**src/rtl/icf_pkg.sv**
```systemverilog
// ----------------------------------------------------------------------------
// icf_pkg
// Shared constants, register codes and types of the image convolution filter.
// ----------------------------------------------------------------------------
package icf_pkg;

  localparam int MaxWidth  = 2048;
  localparam int MaxHeight = 4096;
  localparam int LineRows  = 4;
  localparam int LineDepth = MaxWidth;
  localparam int ColW      = $clog2(MaxWidth);
  localparam int WidthW    = $clog2(MaxWidth) + 1;
  localparam int HeightW   = $clog2(MaxHeight) + 1;
  localparam int RowW      = HeightW + 1;
  localparam int PosW      = RowW + WidthW + 1;
  localparam int SlotW     = $clog2(LineRows);
  localparam int Taps      = 5;
  localparam int TapW      = 3;

  // floor(x/9) as (x * BoxRecip) >> 16, exact for box sums up to 9*255
  localparam logic [12:0] BoxRecip = 13'd7282;

  localparam logic [2:0] KernelBox     = 3'd0;
  localparam logic [2:0] KernelGauss   = 3'd1;
  localparam logic [2:0] KernelOutline = 3'd2;
  localparam logic [2:0] KernelEmboss  = 3'd3;
  localparam logic [2:0] KernelSharpen = 3'd4;

  localparam logic [1:0] CfgKernel = 2'd0;
  localparam logic [1:0] CfgWidth  = 2'd1;
  localparam logic [1:0] CfgHeight = 2'd2;

  localparam logic [11:0] WidthReset  = 12'd640;
  localparam logic [12:0] HeightReset = 13'd480;

  typedef struct packed {
    logic [7:0] red;
    logic [7:0] green;
    logic [7:0] blue;
  } pix_t;

  typedef struct packed {
    logic [Taps-1:0]            use_pix;
    logic [Taps-1:0][SlotW-1:0] slot;
  } col_sel_t;

  typedef struct packed {
    logic                      emit;
    logic                      frame_end;
    logic [2:0]                ksel;
    logic [Taps-1:0][TapW-1:0] hsel;
  } meta_t;

endpackage

```
**src/rtl/icf_out_if.sv**
```systemverilog
// ----------------------------------------------------------------------------
// icf_out_if
// Result channel: valid/ready handshake with one filtered pixel.
// ----------------------------------------------------------------------------
interface icf_out_if;
  logic       valid;
  logic       ready;
  logic [7:0] out_red;
  logic [7:0] out_green;
  logic [7:0] out_blue;
  logic       frame_end;

  modport source (output valid, out_red, out_green, out_blue, frame_end, input ready);
  modport sink   (input valid, out_red, out_green, out_blue, frame_end, output ready);
endinterface

```
**src/rtl/icf_out_buf.sv**
```systemverilog
// ----------------------------------------------------------------------------
// icf_out_buf
// Merges the three lane results into one pixel and holds it in a two-entry
// buffer that decouples the result channel from the filter pipeline.
// ----------------------------------------------------------------------------
module icf_out_buf (
  input  logic              clk,
  input  logic              rst_n,
  input  logic              push,
  input  logic [7:0]        red,
  input  logic [7:0]        green,
  input  logic [7:0]        blue,
  input  logic              frame_end,
  output logic              full,
  icf_out_if.source         out_ch
);

  icf_pkg::pix_t pix_r [2];
  logic [1:0]    fe_r;
  logic          wr_ptr_r, rd_ptr_r;
  logic [1:0]    cnt_r;
  logic          pop;

  assign full             = cnt_r == 2'd2;
  assign out_ch.valid     = cnt_r != 2'd0;
  assign pop              = out_ch.valid && out_ch.ready;
  assign out_ch.out_red   = pix_r[rd_ptr_r].red;
  assign out_ch.out_green = pix_r[rd_ptr_r].green;
  assign out_ch.out_blue  = pix_r[rd_ptr_r].blue;
  assign out_ch.frame_end = fe_r[rd_ptr_r];

  always_ff @(posedge clk) begin
    if (push) begin
      pix_r[wr_ptr_r] <= '{red: red, green: green, blue: blue};
      fe_r[wr_ptr_r]  <= frame_end;
    end
  end

  always_ff @(posedge clk) begin
    if (!rst_n) begin
      wr_ptr_r <= 1'b0;
      rd_ptr_r <= 1'b0;
      cnt_r    <= 2'd0;
    end else begin
      if (push) wr_ptr_r <= !wr_ptr_r;
      if (pop) rd_ptr_r <= !rd_ptr_r;
      cnt_r <= cnt_r + 2'(push) - 2'(pop);
    end
  end

endmodule

```
**src/flat_wrapper.sv**
```systemverilog
// flat-port wrapper written by rule: the top's interface ports become plain ports
module icf_out_buf_flat 
  (clk, rst_n, push, red, green, blue, frame_end, full, out_ch_valid, out_ch_out_red, out_ch_out_green, out_ch_out_blue, out_ch_frame_end, out_ch_ready);
  icf_out_if out_ch_i ();
  input  logic clk;
  input  logic rst_n;
  input  logic push;
  input  logic [7:0] red;
  input  logic [7:0] green;
  input  logic [7:0] blue;
  input  logic frame_end;
  output logic full;
  output wire logic [$bits(out_ch_i.valid)-1:0] out_ch_valid;
  output wire logic [$bits(out_ch_i.out_red)-1:0] out_ch_out_red;
  output wire logic [$bits(out_ch_i.out_green)-1:0] out_ch_out_green;
  output wire logic [$bits(out_ch_i.out_blue)-1:0] out_ch_out_blue;
  output wire logic [$bits(out_ch_i.frame_end)-1:0] out_ch_frame_end;
  input wire logic [$bits(out_ch_i.ready)-1:0] out_ch_ready;
  assign out_ch_valid = out_ch_i.valid;
  assign out_ch_out_red = out_ch_i.out_red;
  assign out_ch_out_green = out_ch_i.out_green;
  assign out_ch_out_blue = out_ch_i.out_blue;
  assign out_ch_frame_end = out_ch_i.frame_end;
  assign out_ch_i.ready = out_ch_ready;
  icf_out_buf u_core (.clk(clk), .rst_n(rst_n), .push(push), .red(red), .green(green), .blue(blue), .frame_end(frame_end), .full(full), .out_ch(out_ch_i));
endmodule
```
**config.mk**
```make
export PLATFORM = sky130hd
export DESIGN_NAME = icf_out_buf_flat
export DESIGN_NICKNAME = d
export VERILOG_FILES = /design/src/rtl/icf_pkg.sv /design/src/rtl/icf_out_if.sv /design/src/rtl/icf_out_buf.sv /design/src/flat_wrapper.sv
export SDC_FILE = /design/constraint.sdc
export NUM_CORES = 1
export LEC_CHECK = 0
export BUFFER_PORTS_ARGS = -buffer_cell sky130_fd_sc_hd__buf_2
export CAP_MARGIN = 20
export CORE_MARGIN = 1.5
export CORE_UTILIZATION = 51
export DETAILED_ROUTE_END_ITERATION = 7
export PLACE_DENSITY = 0.78
export SETUP_SLACK_MARGIN = 0.15
export SLEW_MARGIN = 30
export SYNTH_ARGS = -nofsm -noshare
export SYNTH_HDL_FRONTEND = slang
export SYNTH_SLANG_ARGS = --single-unit
```
**constraint.sdc**
```tcl
create_clock -name clk -period 2.7 [get_ports clk]
set_input_delay 0.27 -clock clk [delete_from_list [all_inputs] [get_ports clk]]
set_output_delay 0.27 -clock clk [all_outputs]
set_load 0.02 [all_outputs]
```
---- Word-level counts from Yosys, hierarchy flattened ----
Memory sizes are Yosys's and may differ from the RTL's. A register that Yosys moved wholly into a read port is not among the register bits.
Cells that the tools add are included.
word-level totals
  register bits after elaboration ......... 6
  output and inout bits ................... 27
  memory bits (writable) .................. 48
  memories ................................ 1
  logic and storage cells ................. 25
memories
  memory        depth  bits a word  read ports  clocked after Yosys merged registers in  write ports  RTL line           RTL
  u_core.pix_r  2      24           1           1                                        1            icf_out_buf.sv:18  icf_pkg::pix_t pix_r [2];
cells by class
  reductions and logical operators ........ 5
  muxes and demuxes ....................... 9
  $add $sub $neg .......................... 2
  order comparisons ....................... 3
  equality and inequality tests ........... 1
operator list
  kind                  number
  $mux W1               7
  $lt A1 B2 Y1 const B  2
  $add A2 B1 Y2         1
  $bwmux W2             1
  $eq A2 B2 Y1 const B  1
  $logic_and A1 B1 Y1   2
  $logic_not A1 Y1      2
  $reduce_bool A2 Y1    1
  $sub A2 B1 Y2         1
  $demux W1 S1          1
  $ge A1 B1 Y1 const B  1

---- Depth between registers and ports, before layout ----
Gate-level depths: netlist (run 1).
  depth in word-level cells ............... 5
  depth in mapped cells ................... 6
  mapped depth without buffers ............ 6

---- Least setup slack after synthesis (run 1) ----
Ideal clock, no wire load.
  path type ............................... flip-flop to flip-flop
  start ................................... reg u_core.wr_ptr_r (netlist name)
  end ..................................... reg u_core.fe_r[0] (enable)
  required time ........................... 2.289 ns
  arrival ................................. 1.471 ns
  slack ................................... 0.818 ns
  setup time .............................. 0.411 ns
  period minus slack after synthesis ...... 1.882 ns
  buffers on the path ..................... 0
  cell stages (with the launch flop) ...... 2
  path through ............................ dfxtp_1 nor2b_1
RTL lines
  element                         RTL line           RTL
  end signal: indexed assignment  icf_out_buf.sv:35  fe_r[wr_ptr_r] <= frame_end;
  end: declaration                icf_out_buf.sv:19  logic [1:0] fe_r;

==> results of run 1 <==
[metal layers]
metal	track usage (%)	up-vias	wire [microns]
met3	3.83	5	193
li1	-	506	-
met5	0	-	0
met1	13.2	512	1130
met2	25.4	34	1710
met4	5.36	0	32
[cells in the final DEF (no fill, tap or decap), drive strengths merged]
master and n:
nor2b 4, inv 2, or2 1, mux2 25, bufinv 1, mux2i 2, buf 58, o21a 2
xnor3 1, clkbuf 5, nand2b 1, dfxtp 5, nand2 1, ha 2, edfxtp 50, clkinv 2
and2 2
[stage by stage]
step	util, %	setup WS, ns	power [uW]	hold WS (ns)	cell area, sq um
finish	64.3	0.698	2110	0.159	2570
global route	64.3	0.628	2200	0.152	2570
CTS	64.3	0.670	2130	0.152	2570
detailed placement	61.7	0.991	1630	0.461	2470
global placement	61.7	1.03	1610	0.458	2470
floorplan	-	0.818	1500	0.369	2140
[power by group]
part           switching, uW  internal [uW]
clock                    237            272
sequential              38.8            997
combinational            283            280
total                    559           1550
[cell families (layout without fill, tap and decap cells)]
logic type,after synthesis,after routing,synth area share (%)
flip-flops,55,55,74.9
multiplexers,27,27,17.6
AND/OR/NAND/NOR,9,9,2.52
buffers and inverters,5,68,1.93
adder cells (fa/ha/maj),2,2,1.17
AO/OA/AOI/OAI,2,2,0.761
XOR/XNOR,1,1,1.05
[state kept, by name, indices dropped and copies added, names as in the netlist, named ones only]
| name | flops |
|---|---|
| u_core.fe_r | 2 |
| u_core.pix_r | 48 |
| u_core.cnt_r | 2 |
| u_core.wr_ptr_r | 1 |
| u_core.rd_ptr_r | 1 |
[path summary, 6_finish.rpt]
check | end | cells after the start
max | out_ch_out_green[5] | 3
min | u_core.pix_r[1][23] | 1
max reg2reg | u_core.cnt_r[1] | 6
min reg2reg | u_core.rd_ptr_r | 2
[worst register-to-register path: cells and delay by family, from the launching register on]
family          cells  cell delay, ns
fa+ha+maj           2            0.42
flops               1            0.34
compound gates      1            0.25
xor+xnor            1            0.20
simple gates        1            0.10
buf+inv             1            0.05
[layout make-up]
class	count	area share (%)
Tap cell	50	2.43
Clock inverter	3	1.51
Sequential cell	55	62.2
Multi-Input combinational cell	41	19.3
Timing Repair Buffer	58	11.6
Inverter	2	0.292
Clock buffer	5	2.67
==> results.cfg, run 1 <==
[clock_tree]
hold_buffers = 0
insertion_delay_ns = 0.29
post-cts-setup-buffers = 0
cts_root_buf = clkbuf_8
clockBufferDepth = 2
clock-sinks = 55
numCtsBuffers = 5
htree_levels = 2
cts_resized = 0
cts_tree = built
cts.clk_slew.worst_paths_ns = 0.09

[final_layout]
area_growth_pct = 20.4
antennaDiodeCount = 0
instances_no_fill = 214
seqCellArea_sq_mm = 0.00160
nFillCells = 304
multi_input_area_sq_um = 497
drive_gt1_share_pct = 53.0
final_nets = 194

[floorplan]
core-area_sq_mm = 0.00400
start_util_pct = 53.4
rows = 23
die_area_sq_mm = 0.00459
ioPinCount = 56
die_x_microns = 67.7
die_h_microns = 67.7

[yosys]
yosysWarnings = 0
seq_area_frac_synth_pct = 74.9
yosysUniqueCellTypes = 16
yosys_register_bits = 55
synthCells = 101
synth_top_area_share_pct = 70.3
async_flop_share_pct = 0
synth_area_sq_mm = 0.00214
yosysMostFrequentCell = edfxtp_1
syn_avg_cell_area_sq_um = 21.2
syn-num-nets = 132
synth_edf_count = 50
synth_area_leaders = edfxtp_1, mux2_4, dfxtp_1
yosys.area.top_type = edfxtp_1
synth_ff_type = edfxtp_1
ys_top_cells_by_count = edfxtp_1, mux2_4, dfxtp_1, mux2_1, nor2b_1

[power_and_ir_drop]
ir_worst_vdd_v = 0.000535
p_per_area_mw_per_mm2 = 819
p_leak_uw = 0.00104

[place]
port_buffers = 55
placed_cells = 206
place_congestion = 0.594
dpl.hpwl_microns = 2230

[critical_path]
end_kind = output port
cp.arrival_ns = 1.73
critPathBufInv = 2
critPathTopFamily = buffers and inverters
crit_chain = buf_4, mux2_1, buf_2
cp-start-kind = flop
cpPeakStageDelay_ns = 0.54
cp_slowest_cell = dfxtp_1
rr_startpoint = u_core.cnt_r[1]
cp.required_ns = 2.43
r2r_slack_ns = 1.28
path_class = reg -> out
path_max_fanout = 18

[grt]
grt.total_usage_pct = 13.3
antenna_found_initial = 0
grt_pass1_wl_microns = 4330
gr-total-overflow = 0
grt_pass1_vias = 1013
grt_max_degree = 19

[route]
drt-initial-drc-count = 50
remaining_drc_errors = 0
viasPerCell = 4.94
vias = 1057
ant_nets = 0
routed_wl_microns = 3060
wl_per_cell_microns = 14.3
first_pass_iters = 4

[sta]
fmax_ghz = 0.499
fin_crit_ns = 2.00
worstMarginPinSlew_ns = 0.426
setup_viol = 0
post-route-period-util_pct = 74.2
slew_headroom_pct = 71.5
hold_viol_final = 0
rsz0062_at_grt = false
fin_tns_setup_ns = 0
skew_ns = 0.00621
slew_violations = 0

[min_path]
min_from = red[7]
hp-class = in -> reg

[flow_run]
drv_cap = 0

[run_status]
outcome = finished, final reports clean
Power figures use the tool's default switching activity.
==> run 2, diff against run 1 <==
--- a/config.mk
+++ b/config.mk
@@ -8,9 +8,9 @@
 export BUFFER_PORTS_ARGS = -buffer_cell sky130_fd_sc_hd__buf_2
 export CAP_MARGIN = 20
 export CORE_MARGIN = 1.5
-export CORE_UTILIZATION = 51
+export CORE_UTILIZATION = 46
 export DETAILED_ROUTE_END_ITERATION = 7
-export PLACE_DENSITY = 0.78
+export PLACE_DENSITY = 0.74
 export SETUP_SLACK_MARGIN = 0.15
 export SLEW_MARGIN = 30
 export SYNTH_ARGS = -nofsm -noshare
==> constraint.sdc (replaced) <==
create_clock -name clk -period 1.7 [get_ports clk]
set_input_delay 0.17 -clock clk [delete_from_list [all_inputs] [get_ports clk]]
set_output_delay 0.17 -clock clk [all_outputs]
set_load 0.02 [all_outputs]
==> run 2 against run 1 <==
Register-to-register slack got worse by 1.0 ns. Critical path depth unchanged. Clock power up 31%. Flip-flop and latch count unchanged. Clock skew down 0.0012 ns. Sequential share of layout area is 1.3 points lower. Global-route usage fell by 0.055 points. Sequential power increased by 59%. Die area grew 10%. Count of clock-buffer cells in the layout up 1. Total power up 58%. Via count down 1.5%. Highest routed layer unchanged.
==> results.cfg, run 2 (same netlist as run 1, synthesis figures left out) <==
[run_status]
outcome = finished, final reports clean

[min_path]
min_to = u_core.pix_r[0][11]
hold_depth = 1
min_from = green[3]
hp-class = in -> reg

[place]
port_buffers = 55
place_congestion = 0.703
dpl.hpwl_microns = 2280

[clock_tree]
clockBufferDepth = 2
insertion_delay_ns = 0.29
cts.clk_slew.worst_paths_ns = 0.09
clock-sinks = 55
post-cts-setup-buffers = 0
cts_tree = built
cts_root_buf = clkbuf_8
htree_levels = 2
numCtsBuffers = 5

[sta]
slew_violations = 0
skew_ns = 0.00499
holdWs_ns = 0.0580
fin_crit_ns = 1.50
fmax_ghz = 0.668
setup_viol = 0
hold_viol_final = 0
rsz0062_at_grt = true
post-route-period-util_pct = 88.1
worstMarginPinSlew_ns = 0.197
fin_tns_setup_ns = 0
slew_headroom_pct = 86.9

[route]
remaining_drc_errors = 0
wl_per_cell_microns = 14.9
viasPerCell = 4.73
first_pass_iters = 4
ant_nets = 0
drt-initial-drc-count = 66
vias = 1041
routed_wl_microns = 3270

[final_layout]
final_cell_mix = buf_2, edfxtp_1, mux2_4
largest_reg_flops = 48
largestRegisters = u_core.pix_r (48), u_core.cnt_r (2), u_core.fe_r (2)
drive_gt1_share_pct = 54.8
final_nets = 198
top_register = u_core.pix_r
seqCellArea_sq_mm = 0.00161
area_growth_pct = 23.5
antennaDiodeCount = 0
nFillCells = 347
layout_commonest_cell = buf_2
multi_input_area_sq_um = 497

[critical_path]
cp_slowest_cell = dfxtp_4
cp.arrival_ns = 1.33
rr_startpoint = u_core.cnt_r[1]
cp.required_ns = 1.53
end_kind = output port
cpPeakStageDelay_ns = 0.41
path_class = reg -> out
r2r-end = u_core.cnt_r[1]
cp-start-kind = flop
crit_chain = clkbuf_16, mux2_4, buf_2
r2r_slack_ns = 0.25
path_max_fanout = 6
ff2ff_path_depth = 6
critPathBufInv = 2
critPathTopFamily = flip-flops

[grt]
grt.total_usage_pct = 13.2
antenna_found_initial = 0
gr-total-overflow = 0
grt_pass1_vias = 1076
grt_pass1_wl_microns = 5040
grt_max_degree = 17

[floorplan]
rows = 24
core-area_sq_mm = 0.00441
die_x_microns = 71.2
start_util_pct = 48.4
ioPinCount = 56
die_area_sq_mm = 0.00506
die_h_microns = 71.2

[flow_run]
drv_cap = 0

[power_and_ir_drop]
ir_worst_vdd_v = 0.000753
p_leak_uw = 0.00106
p_per_area_mw_per_mm2 = 1260
## run 2: changes by cell type in the layout (fill, tap and decap cells not counted)
cell,delta
dfxtp_1,-2
dfxtp_4,+1
clkbuf_16,+1
buf_16,+1
clkbuf_1,+1
clkinv_4,+1
dfxtp_2,+1
buf_4,+1
clkinv_2,-1
buf_12,+1
bufinv_16,-1
## run 2: how the worst max path moves through the flow
stage	startpoint	to	slack, ns	cells after the start
final	flop	out_ch_out_red[2]	0.20	3
after global routing	u_core.cnt_r[1]	u_core.cnt_r[1]	0.15	6
after CTS	flop	out_ch_out_green[5]	0.16	3
after detailed placement	u_core.cnt_r[1]	u_core.cnt_r[1]	0.25	6
after global placement	u_core.cnt_r[1]	u_core.cnt_r[1]	0.33	6
after floorplan	u_core.wr_ptr_r	u_core.fe_r[0]	0.29	1
## run 2: layer usage
metal / global-route usage (%) / vias to the layer above / wire length [microns]
met1: 14.9 / 498 / 1330
met4: 4.40 / 0 / 17
met2: 24.1 / 24 / 1820
met5: 0 / - / 0
met3: 3.56 / 2 / 113
li1: - / 517 / -
## run 2: per-stage QoR
step,setup WS [ns],total power (uW),cell area [sq um],util (%),instances
CTS,0.160,3350,2610,59.2,219
floorplan,0.295,2380,2140,-,101
detailed placement,0.254,2620,2500,56.5,210
finish,0.203,3340,2640,59.8,220
global placement,0.334,2580,2500,56.5,210
global route,0.148,3490,2640,59.8,220
## run 2: repair_timing
action / in CTS / in global routing
setup endpoints to repair: 4 / 3
hold buffers: 0 / 0
resized for setup: 3 / 1
cloned: 1 / 1
## run 2: area by class of cell
type                       count  share of cell area (%)
clock buffer                   6                    2.75
clock inverter                 2                   0.474
inverter                       2                   0.284
multi-input combinational     41                    18.8
sequential                    55                    60.9
tap                           52                    2.47
timing repair buffer          62                    14.3
## run 2: power breakdown
part           internal (uW)  switching [uW]
Sequential              1590            64.5
Clock                    289             377
Combinational            537             479
Total                   2420             920
