--- src/rtl/icf_pkg.sv ---
// ----------------------------------------------------------------------------
// icf_pkg
// Shared constants, register codes and types of the image convolution filter.
// ----------------------------------------------------------------------------
package icf_pkg;

  localparam int MaxWidth  = 2048;
  localparam int MaxHeight = 4096;
  localparam int LineRows  = 4;
  localparam int LineDepth = MaxWidth;
  localparam int ColW      = $clog2(MaxWidth);
  localparam int WidthW    = $clog2(MaxWidth) + 1;
  localparam int HeightW   = $clog2(MaxHeight) + 1;
  localparam int RowW      = HeightW + 1;
  localparam int PosW      = RowW + WidthW + 1;
  localparam int SlotW     = $clog2(LineRows);
  localparam int Taps      = 5;
  localparam int TapW      = 3;

  // floor(x/9) as (x * BoxRecip) >> 16, exact for box sums up to 9*255
  localparam logic [12:0] BoxRecip = 13'd7282;

  localparam logic [2:0] KernelBox     = 3'd0;
  localparam logic [2:0] KernelGauss   = 3'd1;
  localparam logic [2:0] KernelOutline = 3'd2;
  localparam logic [2:0] KernelEmboss  = 3'd3;
  localparam logic [2:0] KernelSharpen = 3'd4;

  localparam logic [1:0] CfgKernel = 2'd0;
  localparam logic [1:0] CfgWidth  = 2'd1;
  localparam logic [1:0] CfgHeight = 2'd2;

  localparam logic [11:0] WidthReset  = 12'd640;
  localparam logic [12:0] HeightReset = 13'd480;

  typedef struct packed {
    logic [7:0] red;
    logic [7:0] green;
    logic [7:0] blue;
  } pix_t;

  typedef struct packed {
    logic [Taps-1:0]            use_pix;
    logic [Taps-1:0][SlotW-1:0] slot;
  } col_sel_t;

  typedef struct packed {
    logic                      emit;
    logic                      frame_end;
    logic [2:0]                ksel;
    logic [Taps-1:0][TapW-1:0] hsel;
  } meta_t;

endpackage

--- src/rtl/icf_lane.sv ---
// ----------------------------------------------------------------------------
// icf_lane
// One colour channel of the filter: partial sums, then scaling and clamping.
// ----------------------------------------------------------------------------
module icf_lane (
  input  logic             clk,
  input  logic             adv,
  input  logic [2:0]       ksel,
  input  logic [24:0][7:0] nb,
  output logic [7:0]       res
);

  logic [4:0][11:0] g_nxt, g_r;
  logic [11:0]      box;
  logic signed [12:0] sm_nxt, sm_r;
  logic [7:0]       c_r;
  logic [2:0]       ks_r;
  logic [15:0]      gsum;
  logic [24:0]      prod;

  always_comb begin
    for (int t = 0; t < 5; t++) begin
      g_nxt[t] = 12'(nb[t*5]) + (12'(nb[t*5+1]) << 2) + 12'(nb[t*5+2]) * 12'd6
               + (12'(nb[t*5+3]) << 2) + 12'(nb[t*5+4]);
    end
    box = 12'(nb[6]) + 12'(nb[7]) + 12'(nb[8]) + 12'(nb[11]) + 12'(nb[12])
        + 12'(nb[13]) + 12'(nb[16]) + 12'(nb[17]) + 12'(nb[18]);
    case (ksel)
      icf_pkg::KernelOutline:
        sm_nxt = $signed(13'(nb[12]) * 13'd9) - $signed({1'b0, box});
      icf_pkg::KernelEmboss:
        sm_nxt = $signed(13'(nb[12])) + $signed(13'(nb[13])) + $signed(13'(nb[17]))
               + $signed(13'(nb[18]) << 1) - $signed(13'(nb[6]) << 1)
               - $signed(13'(nb[7])) - $signed(13'(nb[11]));
      icf_pkg::KernelSharpen:
        sm_nxt = $signed(13'(nb[12]) * 13'd5) - $signed(13'(nb[7])) - $signed(13'(nb[11]))
               - $signed(13'(nb[13])) - $signed(13'(nb[17]));
      default:
        sm_nxt = $signed({1'b0, box});
    endcase
  end

  always_ff @(posedge clk) begin
    if (adv) begin
      g_r  <= g_nxt;
      sm_r <= sm_nxt;
      c_r  <= nb[12];
      ks_r <= ksel;
    end
  end

  assign gsum = 16'(g_r[0]) + (16'(g_r[1]) << 2) + 16'(g_r[2]) * 16'd6
              + (16'(g_r[3]) << 2) + 16'(g_r[4]);
  assign prod = 25'(sm_r[11:0]) * 25'(icf_pkg::BoxRecip);

  always_comb begin
    case (ks_r) inside
      icf_pkg::KernelBox:   res = prod[23:16];
      icf_pkg::KernelGauss: res = gsum[15:8];
      icf_pkg::KernelOutline, icf_pkg::KernelEmboss, icf_pkg::KernelSharpen: begin
        if (sm_r < 0) res = 8'd0;
        else if (sm_r > 13'sd255) res = 8'd255;
        else res = sm_r[7:0];
      end
      default:              res = c_r;
    endcase
  end

endmodule

--- config.mk ---
export PLATFORM = sky130hd
export DESIGN_NAME = icf_lane
export DESIGN_NICKNAME = d
export VERILOG_FILES = /design/src/rtl/icf_pkg.sv /design/src/rtl/icf_lane.sv
export SDC_FILE = /design/constraint.sdc
export NUM_CORES = 1
export LEC_CHECK = 0
export ABC_CLOCK_PERIOD_IN_PS = 16900
export BUFFER_PORTS_ARGS = -buffer_cell sky130_fd_sc_hd__buf_2
export CAP_MARGIN = 0
export CORE_ASPECT_RATIO = 0.6
export CORE_MARGIN = 4
export CORE_UTILIZATION = 50
export CTS_CLUSTER_DIAMETER = 30
export DETAILED_ROUTE_END_ITERATION = 12
export GPL_TIMING_DRIVEN = 0
export PLACE_DENSITY = 0.75
export SYNTH_ARGS = -nofsm -noshare
export SYNTH_HDL_FRONTEND = slang
export SYNTH_SLANG_ARGS = --single-unit
--- constraint.sdc ---
create_clock -name clk -period 16.9 [get_ports clk]
set_clock_uncertainty 0.1 [all_clocks]
set_input_delay 0.845 -clock clk [delete_from_list [all_inputs] [get_ports clk]]
set_output_delay 0.845 -clock clk [all_outputs]
set_load 0.05 [all_outputs]
=== Word-level counts from Yosys, hierarchy flattened ===
Cells that the tools add are included.

* Bits in registers: 84
* Input bits: 205
* Word-level logic and storage cells: 77

* $add $sub $neg: 43
* Multipliers: 9
* Magnitude comparators: 2
* Equality and inequality tests: 7
* Muxes and demuxes: 6
* Reductions and logical operators: 2

{| class="wikitable"
|+ Operators by type and width
! kind !! count
|-
| adder 12 x 8 -> 12 bit || 9
|-
| adder 11 x 11 -> 12 bit || 5
|-
| adder 12 x 10 -> 12 bit || 5
|-
| adder 8 x 10 -> 11 bit || 5
|-
| multiplier 8 x 2 -> 10 bit (second input constant) || 5
|-
| two-way mux 8 bit || 5
|-
| one-hot mux 13 bit (3 select lines) || 1
|-
| subtractor 13 x 9 -> 13 bit || 3
|-
| subtractor 12 x 9 -> 13 bit || 2
|-
| multiplier 12 x 12 -> 23 bit (second input constant) || 1
|-
| adder 9 x 8 -> 10 bit || 2
|-
| adder 8 x 8 -> 9 bit || 2
|-
| adder 15 x 15 -> 16 bit || 1
|-
| adder 16 x 12 -> 16 bit || 1
|-
| adder 16 x 14 -> 16 bit || 1
|-
| adder 12 x 14 -> 15 bit || 1
|-
| multiplier 12 x 2 -> 14 bit (second input constant) || 1
|-
| greater-than comparator 13 x 9 -> 1 bit (second input constant) || 1
|-
| < comparator 13 x 1 -> 1 bit (second input constant) || 1
|-
| subtractor 12 x 12 -> 13 bit || 1
|-
| adder 11 x 8 -> 12 bit || 1
|-
| == test 3 x 2 -> 1 bit (second input constant) || 4
|-
| multiplier 8 x 4 -> 12 bit (second input constant) || 1
|-
| subtractor 11 x 8 -> 12 bit || 1
|-
| other kinds (8) || 9
|}

=== Longest topological paths before layout ===
Gate-level depths: netlist of the first run.

* Depth in word-level cells: 10
* Gate-level depth with buffers: 29

=== Worst setup path after synthesis of the first run ===
No wires, ideal clock.

* Path kind: input-to-reg
* Start point: in nb[131] (netlist bit)
* End point: reg sm_r[10], data pin
* Library setup time: 267 ps
* Data arrival time: 6572 ps
* Data required time: 16533 ps
* Setup slack: 9961 ps
* Cell stages on the path: 22
* Buffers on the path: 0
* Cells stage by stage: fa_1 -> fa_1 -> fa_1 -> inv_1 -> fa_1 -> inv_1 -> ha_1 -> a21o_1 -> a21oi_1 -> o21ai_0 -> a2111o_1 -> and3_1 -> or2_2 -> ha_1 -> ha_1 -> ha_1 -> ha_1 -> and2_1 -> a311oi_1 -> xnor2_1 -> a2bb2oi_1 -> o211ai_1

* Cells in the longest elaborated chain, start to end: 5

{| class="wikitable"
|+ Ends and longest elaborated chain
! what !! RTL line !! RTL
|-
| from (decl) || icf_lane.sv:9 || <nowiki>input logic [24:0][7:0] nb,</nowiki>
|-
| adder 12 x 8 -> 12 bit * (3 in a row) || icf_lane.sv:27 || <nowiki>+ 12'(nb[13]) + 12'(nb[16]) + 12'(nb[17]) + 12'(nb[18]);</nowiki>
|-
| subtractor 12 x 12 -> 13 bit || icf_lane.sv:30 || <nowiki>sm_nxt = $signed(13'(nb[12]) * 13'd9) - $signed({1'b0, box});</nowiki>
|-
| one-hot mux 13 bit (3 select lines) * || icf_lane.sv:28 || <nowiki>case (ksel)</nowiki>
|-
| named net sm_nxt[10] || icf_lane.sv:15 || <nowiki>logic signed [12:0] sm_nxt, sm_r;</nowiki>
|-
| to (signal assigned) || icf_lane.sv:46 || <nowiki>sm_r <= sm_nxt;</nowiki>
|-
| to (decl) || icf_lane.sv:15 ||
|}

The timed path passes the listed nets; every way through them passes the cells marked *.
A chain may end at the register's enable or synchronous reset.

=== Worst setup path after layout of the first run ===
* Start point: in nb[99] (netlist bit)
* End point: reg sm_r[12], data pin

* Cells in the longest elaborated chain, start to end: 7
* Elaborated cells on any way between the ends: 19

{| class="wikitable"
|+ Ends and longest elaborated chain
! what !! RTL line
|-
| adder 11 x 8 -> 12 bit or adder 8 x 8 -> 9 bit (tied branches) || icf_lane.sv:26, icf_lane.sv:32
|-
| adder 12 x 8 -> 12 bit or adder 9 x 8 -> 10 bit (tied branches) || icf_lane.sv:27, icf_lane.sv:32
|-
| adder 12 x 8 -> 12 bit or adder 10 x 9 -> 11 bit (tied branches) || icf_lane.sv:27, icf_lane.sv:33
|-
| adder 12 x 8 -> 12 bit or subtractor 11 x 9 -> 12 bit (tied branches) || icf_lane.sv:27, icf_lane.sv:33
|-
| adder 12 x 8 -> 12 bit or subtractor 12 x 9 -> 13 bit (tied branches) || icf_lane.sv:27, icf_lane.sv:34
|-
| subtractor 12 x 12 -> 13 bit or subtractor 13 x 9 -> 13 bit (tied branches) || icf_lane.sv:30, icf_lane.sv:34
|-
| one-hot mux 13 bit (3 select lines) * || icf_lane.sv:28
|-
| named net sm_nxt[12] || icf_lane.sv:15
|}

Marked as above.

==> results of run 1 <==
[layout by cell type (no fill, tap or decap), types with 8 or more instances in the layout]
| cell | count |
|---|---|
| buf_2 | 212 |
| a21o_1 | 31 |
| clkbuf_16 | 9 |
| a211oi_1 | 23 |
| nand3_1 | 11 |
| o211ai_1 | 8 |
| inv_1 | 520 |
| clkbuf_1 | 11 |
| ha_1 | 320 |
| nor2b_1 | 17 |
| nor2_1 | 70 |
| o21bai_1 | 25 |
| nand2b_1 | 17 |
| a31oi_1 | 12 |
| a21oi_1 | 90 |
| xnor2_1 | 86 |
| edfxtp_1 | 84 |
| nand2_1 | 50 |
| and3_1 | 10 |
| fa_1 | 296 |
| nor3_1 | 27 |
| o21ai_0 | 64 |
| xor2_1 | 39 |
[flip-flops by register name (all words and copies together), names as in the netlist]
name / cells
ks_r: 3
g_r: 60
sm_r: 13
c_r: 8
[cell families (layout without fill, tap and decap cells)]
logic type,after synthesis,count (layout),synth area share
AOI/OAI and AO/OA,312,312,0.107
xor gates and xnor gates,125,125,0.0583
adders and majority gates,616,616,0.529
buffers and inverters,530,759,0.106
DFF,84,84,0.134
muxes,8,8,0.00433
other,0,6,0
and+or+nand+nor,234,234,0.0605
[per-stage QoR]
step | hold slack, ps | instance area [sq um] | instances | utilization
floorplan | 844 | 18800 | 1909 | -
global placement | 978 | 20500 | 2625 | 0.558
detailed placement | 977 | 20500 | 2626 | 0.559
CTS | 599 | 20800 | 2642 | 0.566
global route | 592 | 20800 | 2647 | 0.566
finish | 610 | 20800 | 2648 | 0.566
[worst max-delay path, stage by stage]
cell and delay (ps):
buf_2 340, fa_1 520, fa_1 510, fa_1 490, inv_1 50, fa_1 560, inv_1 60, ha_1 280
a21o_1 190, a21oi_1 230, o21ai_0 240, a21oi_1 240, xor2_1 280, ha_1 300, ha_1 280, inv_1 50
fa_1 490, inv_1 40, ha_1 300, or2_2 130, o31ai_1 60, a21oi_1 280, a31oi_1 150, a21oi_1 210
mux2i_1 210, nand3_1 230
[cell type report]
| cell class | count | area [sq um] | area share |
|---|---|---|---|
| Tap cell | 504 | 631 | 0.0304 |
| Clock inverter | 4 | 33.8 | 0.00163 |
| Inverter | 520 | 1950 | 0.0939 |
| Multi-Input combinational cell | 1295 | 14300 | 0.686 |
| Buffer | 10 | 38.8 | 0.00187 |
| Timing Repair Buffer | 213 | 1090 | 0.0525 |
| Sequential cell | 84 | 2520 | 0.121 |
| Clock buffer | 12 | 236 | 0.0114 |
| Antenna cell | 6 | 15.0 | 0.000723 |
[worst max-delay path by stage]
stage | from | endpoint | slack [ps]
2_1_floorplan | nb[131] | sm_r[10]$_DFFE_PP_ | 9960
3_3_place_gp | nb[99] | sm_r[12]$_DFFE_PP_ | 9020
3_5_place_dp | nb[99] | sm_r[10]$_DFFE_PP_ | 8970
4_1_cts | nb[99] | sm_r[10]$_DFFE_PP_ | 9350
5_1_grt | nb[99] | sm_r[12]$_DFFE_PP_ | 8920
6_report | nb[99] | sm_r[12]$_DFFE_PP_ | 9260
[metal layers]
metal,GRT usage,vias up,routed length [um]
li1,-,6593,-
met1,0.361,6827,22700
met2,0.387,461,21500
met3,0.0547,57,4190
met4,0.0617,0,1170
met5,0,-,0
==> results.yml, run 1 <==
die:
  floorplan.die_area_sq_um: 40800
  placement_rows: 54
  fp.dieW_um: 258
  die-height_um: 158
  design.core.area_sq_um: 36700
  starting_utilization_of_the_core_area: 0.512
  io_pins: 213
sta:
  rsz_0062_raised_after_global_routing: "no"
  timing_worst_slew_pin_value_ps: 834
  post-route-min-period_ps: 7640
  achievable-frequency_mhz: 131
  worst_slack_ps: 9260
  finalSetupViolations: 0
  final_min_period_over_clock_period: 0.452
  timing.max_slew.rel_slack: 0.429
  timing.final.max_slew_violations: 0
  finalSetupTns_ps: 0
  finalHoldViolCount: 0
detailed_routing:
  drcViolationCount: 0
  drt_first_pass_iters: 5
  avgViaCountPerCell: 5.26
  vias: 13900
  drt.antenna.violating_nets: 0
  avgRoutedWirePerCell_um: 18.7
  drt-initial-drc-count: 1197
  finalWirelength_um: 49600
global_route:
  antenna_found_initial: 5
  grt_first_pass_wirelength_um: 78100
  combined_global_route_utilization_of_all_metal_layers: 0.250
  globalRouteOverflowTotal: 0
  grt_start_max_net_pins: 64
  first_global_vias: 14500
min_path:
  whs_endpoint: "ks_r[2]$_DFFE_PP_"
  hold_path_cell_cnt: 1
  hold_path.class: "input port to flop"
  worst_hold_startpoint: "ksel[2]"
cells_and_area:
  nFillCells: 3178
  final_layout_size_suffix_gt1_frac: 0.114
  area.growth.synth_to_final_pct: 10.7
  num-nets-final: 2954
yosys:
  postSynthAreaPerCell_sq_um: 9.83
  netlist.area_leader.share: 0.316
  ys.warnings.count: 0
  leading_cell_types_by_count_after_synthesis: "520 x inv_1, 320 x ha_1, 296 x fa_1, 90 x a21oi_1, 86 x xnor2_1"
  ys_seq_elements: 84
  synth_cells: 1909
  mappedNetlistNets: 2730
  post-synth-top-area-cell: "fa_1"
  post_synth_instance_area_sq_um: 18800
  synth-seq-area-share: 0.134
  yosys.cell_count.top_type: "inv_1"
  synth_async_sr_flop_share: 0
  yosysUniqueCellTypes: 59
  synth_area_leaders: "fa_1 32%, ha_1 21%, edfxtp_1 13%"
  number_of_flops_mapped_to_enable_cells_by_yosys: 84
  yosys_most_used_dff: "edfxtp_1"
setup_path:
  setup.worst_path.start_class: "input port"
  timing.setup.critical_path_class: "input port to flop"
  worstPathArrival_ps: 7580
  cp_data_required_time_ps: 16840
  crit_fanout: 8
  critical_path_sink_type: "flop"
place:
  io_buffer_count: 212
  routabilityCongestion: 0.984
  detailed_place_hpwl_um: 43900
  pre_cts_ws_ps: 8970
clock_tree:
  cts_hold_buffers: 0
  resized_cells_post_cts: 0
  ctsLongestPathBuffers: 2
  cts.sink_count: 84
  clk_pin_slew_ps: 70
  cts.root.buffer_cell: "clkbuf_16"
  clock_tree_from_tritoncts: "done"
  tritoncts.num_buffers: 9
  cts_post_setup_buffers_inserted: 0
  ctsHtreeMaxLevel: 3
job:
  cap_violations: 0
outcome:
  status: "complete, no violations"
Power of run 1 is not shown: default switching activity piles up to over one toggle a cycle in this logic, so the estimate is an artifact.
==> inputs of run 2 (changes only) <==
--- a/config.mk
+++ b/config.mk
@@ -5,7 +5,7 @@
 export SDC_FILE = /design/constraint.sdc
 export NUM_CORES = 1
 export LEC_CHECK = 0
-export ABC_CLOCK_PERIOD_IN_PS = 16900
+export ABC_CLOCK_PERIOD_IN_PS = 7300
 export BUFFER_PORTS_ARGS = -buffer_cell sky130_fd_sc_hd__buf_2
 export CAP_MARGIN = 0
 export CORE_ASPECT_RATIO = 0.6
==> constraint.sdc (replaced) <==
create_clock -name clk -period 7.3 [get_ports clk]
set_clock_uncertainty 0.1 [all_clocks]
set_input_delay 0.365 -clock clk [delete_from_list [all_inputs] [get_ports clk]]
set_output_delay 0.365 -clock clk [all_outputs]
set_load 0.05 [all_outputs]
==> run 2 against run 1 <==
Net effect: cell area is essentially flat; critical path type unchanged; cell count hardly changed; worst hold slack worse by 480 ps; first-iteration DRC count is 3.9% higher; worst setup slack got worse by 8900 ps; global-route usage unchanged; die area stayed put.
==> results.yml, run 2 (synthesized netlist as in run 1, its figures left out) <==
detailed_routing:
  drt_first_pass_iters: 5
  avgViaCountPerCell: 5.27
  drcViolationCount: 0
  finalWirelength_um: 49700
  drt.antenna.violating_nets: 0
  vias: 13900
  avgRoutedWirePerCell_um: 18.8
  drt-initial-drc-count: 1244
place:
  io_buffer_count: 212
  routabilityCongestion: 0.984
  pre_cts_ws_ps: -151
  detailed_place_hpwl_um: 43900
sta:
  timing_worst_slew_pin_value_ps: 836
  post-route-min-period_ps: 6970
  achievable-frequency_mhz: 144
  final_min_period_over_clock_period: 0.954
  timing.final.max_slew_violations: 0
  worst_slack_ps: 334
  rsz_0062_raised_after_global_routing: "no"
  timing.max_slew.rel_slack: 0.429
  finalSetupViolations: 0
  finalHoldViolCount: 0
setup_path:
  timing.setup.critical_path_class: "input port to flop"
  endpoint: "sm_r[10]$_DFFE_PP_"
  setup.worst_path.start_class: "input port"
  critical_path_sink_type: "flop"
  cpMostUsedCell: "fa_1"
  cp_data_required_time_ps: 7270
  worstPathArrival_ps: 6940
  cp_num_cells: 26
  crit_path_top_delay_cell: "fa_1"
  cpLargestDelayFamily: "adder cells"
  crit_start: "nb[99]"
  crit_fanout: 8
  cpPeakStageDelay_ps: 560
  worst-path-buf-inv: 5
cells_and_area:
  num-nets-final: 2954
  mostFrequentLayoutCells: "520 x inv_1, 320 x ha_1, 296 x fa_1"
  nFillCells: 3178
  final_layout_size_suffix_gt1_frac: 0.115
  top_register: "g_r"
  area.growth.synth_to_final_pct: 10.7
  layout.cells.most_common: "inv_1"
  number_of_flip_flops_in_the_largest_register: 60
  top_regs: "g_r x60, sm_r x13, c_r x8"
clock_tree:
  clk_pin_slew_ps: 70
  cts.root.buffer_cell: "clkbuf_16"
  clock_tree_from_tritoncts: "done"
  cts.sink_count: 84
  cts_post_setup_buffers_inserted: 0
  ctsLongestPathBuffers: 2
  ctsHtreeMaxLevel: 3
  cts_hold_buffers: 0
  tritoncts.num_buffers: 9
die:
  starting_utilization_of_the_core_area: 0.512
  floorplan.die_area_sq_um: 40800
  io_pins: 213
  design.core.area_sq_um: 36700
  placement_rows: 54
  fp.dieW_um: 258
  die-height_um: 158
outcome:
  status: "complete, no violations"
min_path:
  hold_path.class: "input port to flop"
global_route:
  globalRouteOverflowTotal: 0
  antenna_found_initial: 5
  combined_global_route_utilization_of_all_metal_layers: 0.250
  grt_first_pass_wirelength_um: 78100
  first_global_vias: 14500
  grt_start_max_net_pins: 64
job:
  cap_violations: 0
## run 2: cell count changes in the layout (fill, tap and decap cells not counted), sizes merged
cell    change
buf         -2
diode       -1
clkbuf      +2
## run 2: layer usage
metal	track usage	routed length, um	up-vias
met2	0.387	21500	442
li1	-	-	6597
met1	0.361	22900	6845
met5	0	0	-
met3	0.0547	4060	57
met4	0.0617	1160	0
## run 2: repair_timing
| action | 4_1_cts | 5_1_grt |
|---|---|---|
| setup endpoints to repair | 0 | 3 |
| endpoints found under the hold margin | 0 | 0 |
| resized for setup | 0 | 4 |
## run 2: area by class of cell
type	instances	area, sq um	area share
timing repair buffer	213	1100	0.0527
antenna	5	12.5	0.000602
buffer	10	38.8	0.00187
clock inverter	4	33.8	0.00163
tap	504	631	0.0303
multi-input combinational	1295	14300	0.686
clock buffer	12	236	0.0114
inverter	520	1950	0.0939
sequential	84	2520	0.121
## run 2: worst min-delay path by stage
stage,startpoint,endpoint,cells past startpoint
2_1_floorplan,nb[96],c_r[0]$_DFFE_PP_,0
3_5_place_dp,ksel[2],ks_r[2]$_DFFE_PP_,1
6_report,ksel[2],ks_r[2]$_DFFE_PP_,1
5_1_grt,ksel[2],ks_r[2]$_DFFE_PP_,1
3_3_place_gp,ksel[2],ks_r[2]$_DFFE_PP_,1
4_1_cts,ksel[2],ks_r[2]$_DFFE_PP_,1
## run 2: through the flow
stage | setup TNS [ps] | instance area, sq um | utilization | cells | hold WS, ps
after detailed placement | -321 | 20500 | 0.559 | 2626 | 497
after CTS | 0 | 20800 | 0.566 | 2642 | 119
after floorplan | 0 | 18800 | - | 1909 | 364
after global placement | -169 | 20500 | 0.558 | 2625 | 498
final | 0 | 20800 | 0.566 | 2647 | 131
after global routing | 0 | 20800 | 0.566 | 2647 | 112
Power of run 2 is left out for the same reason.
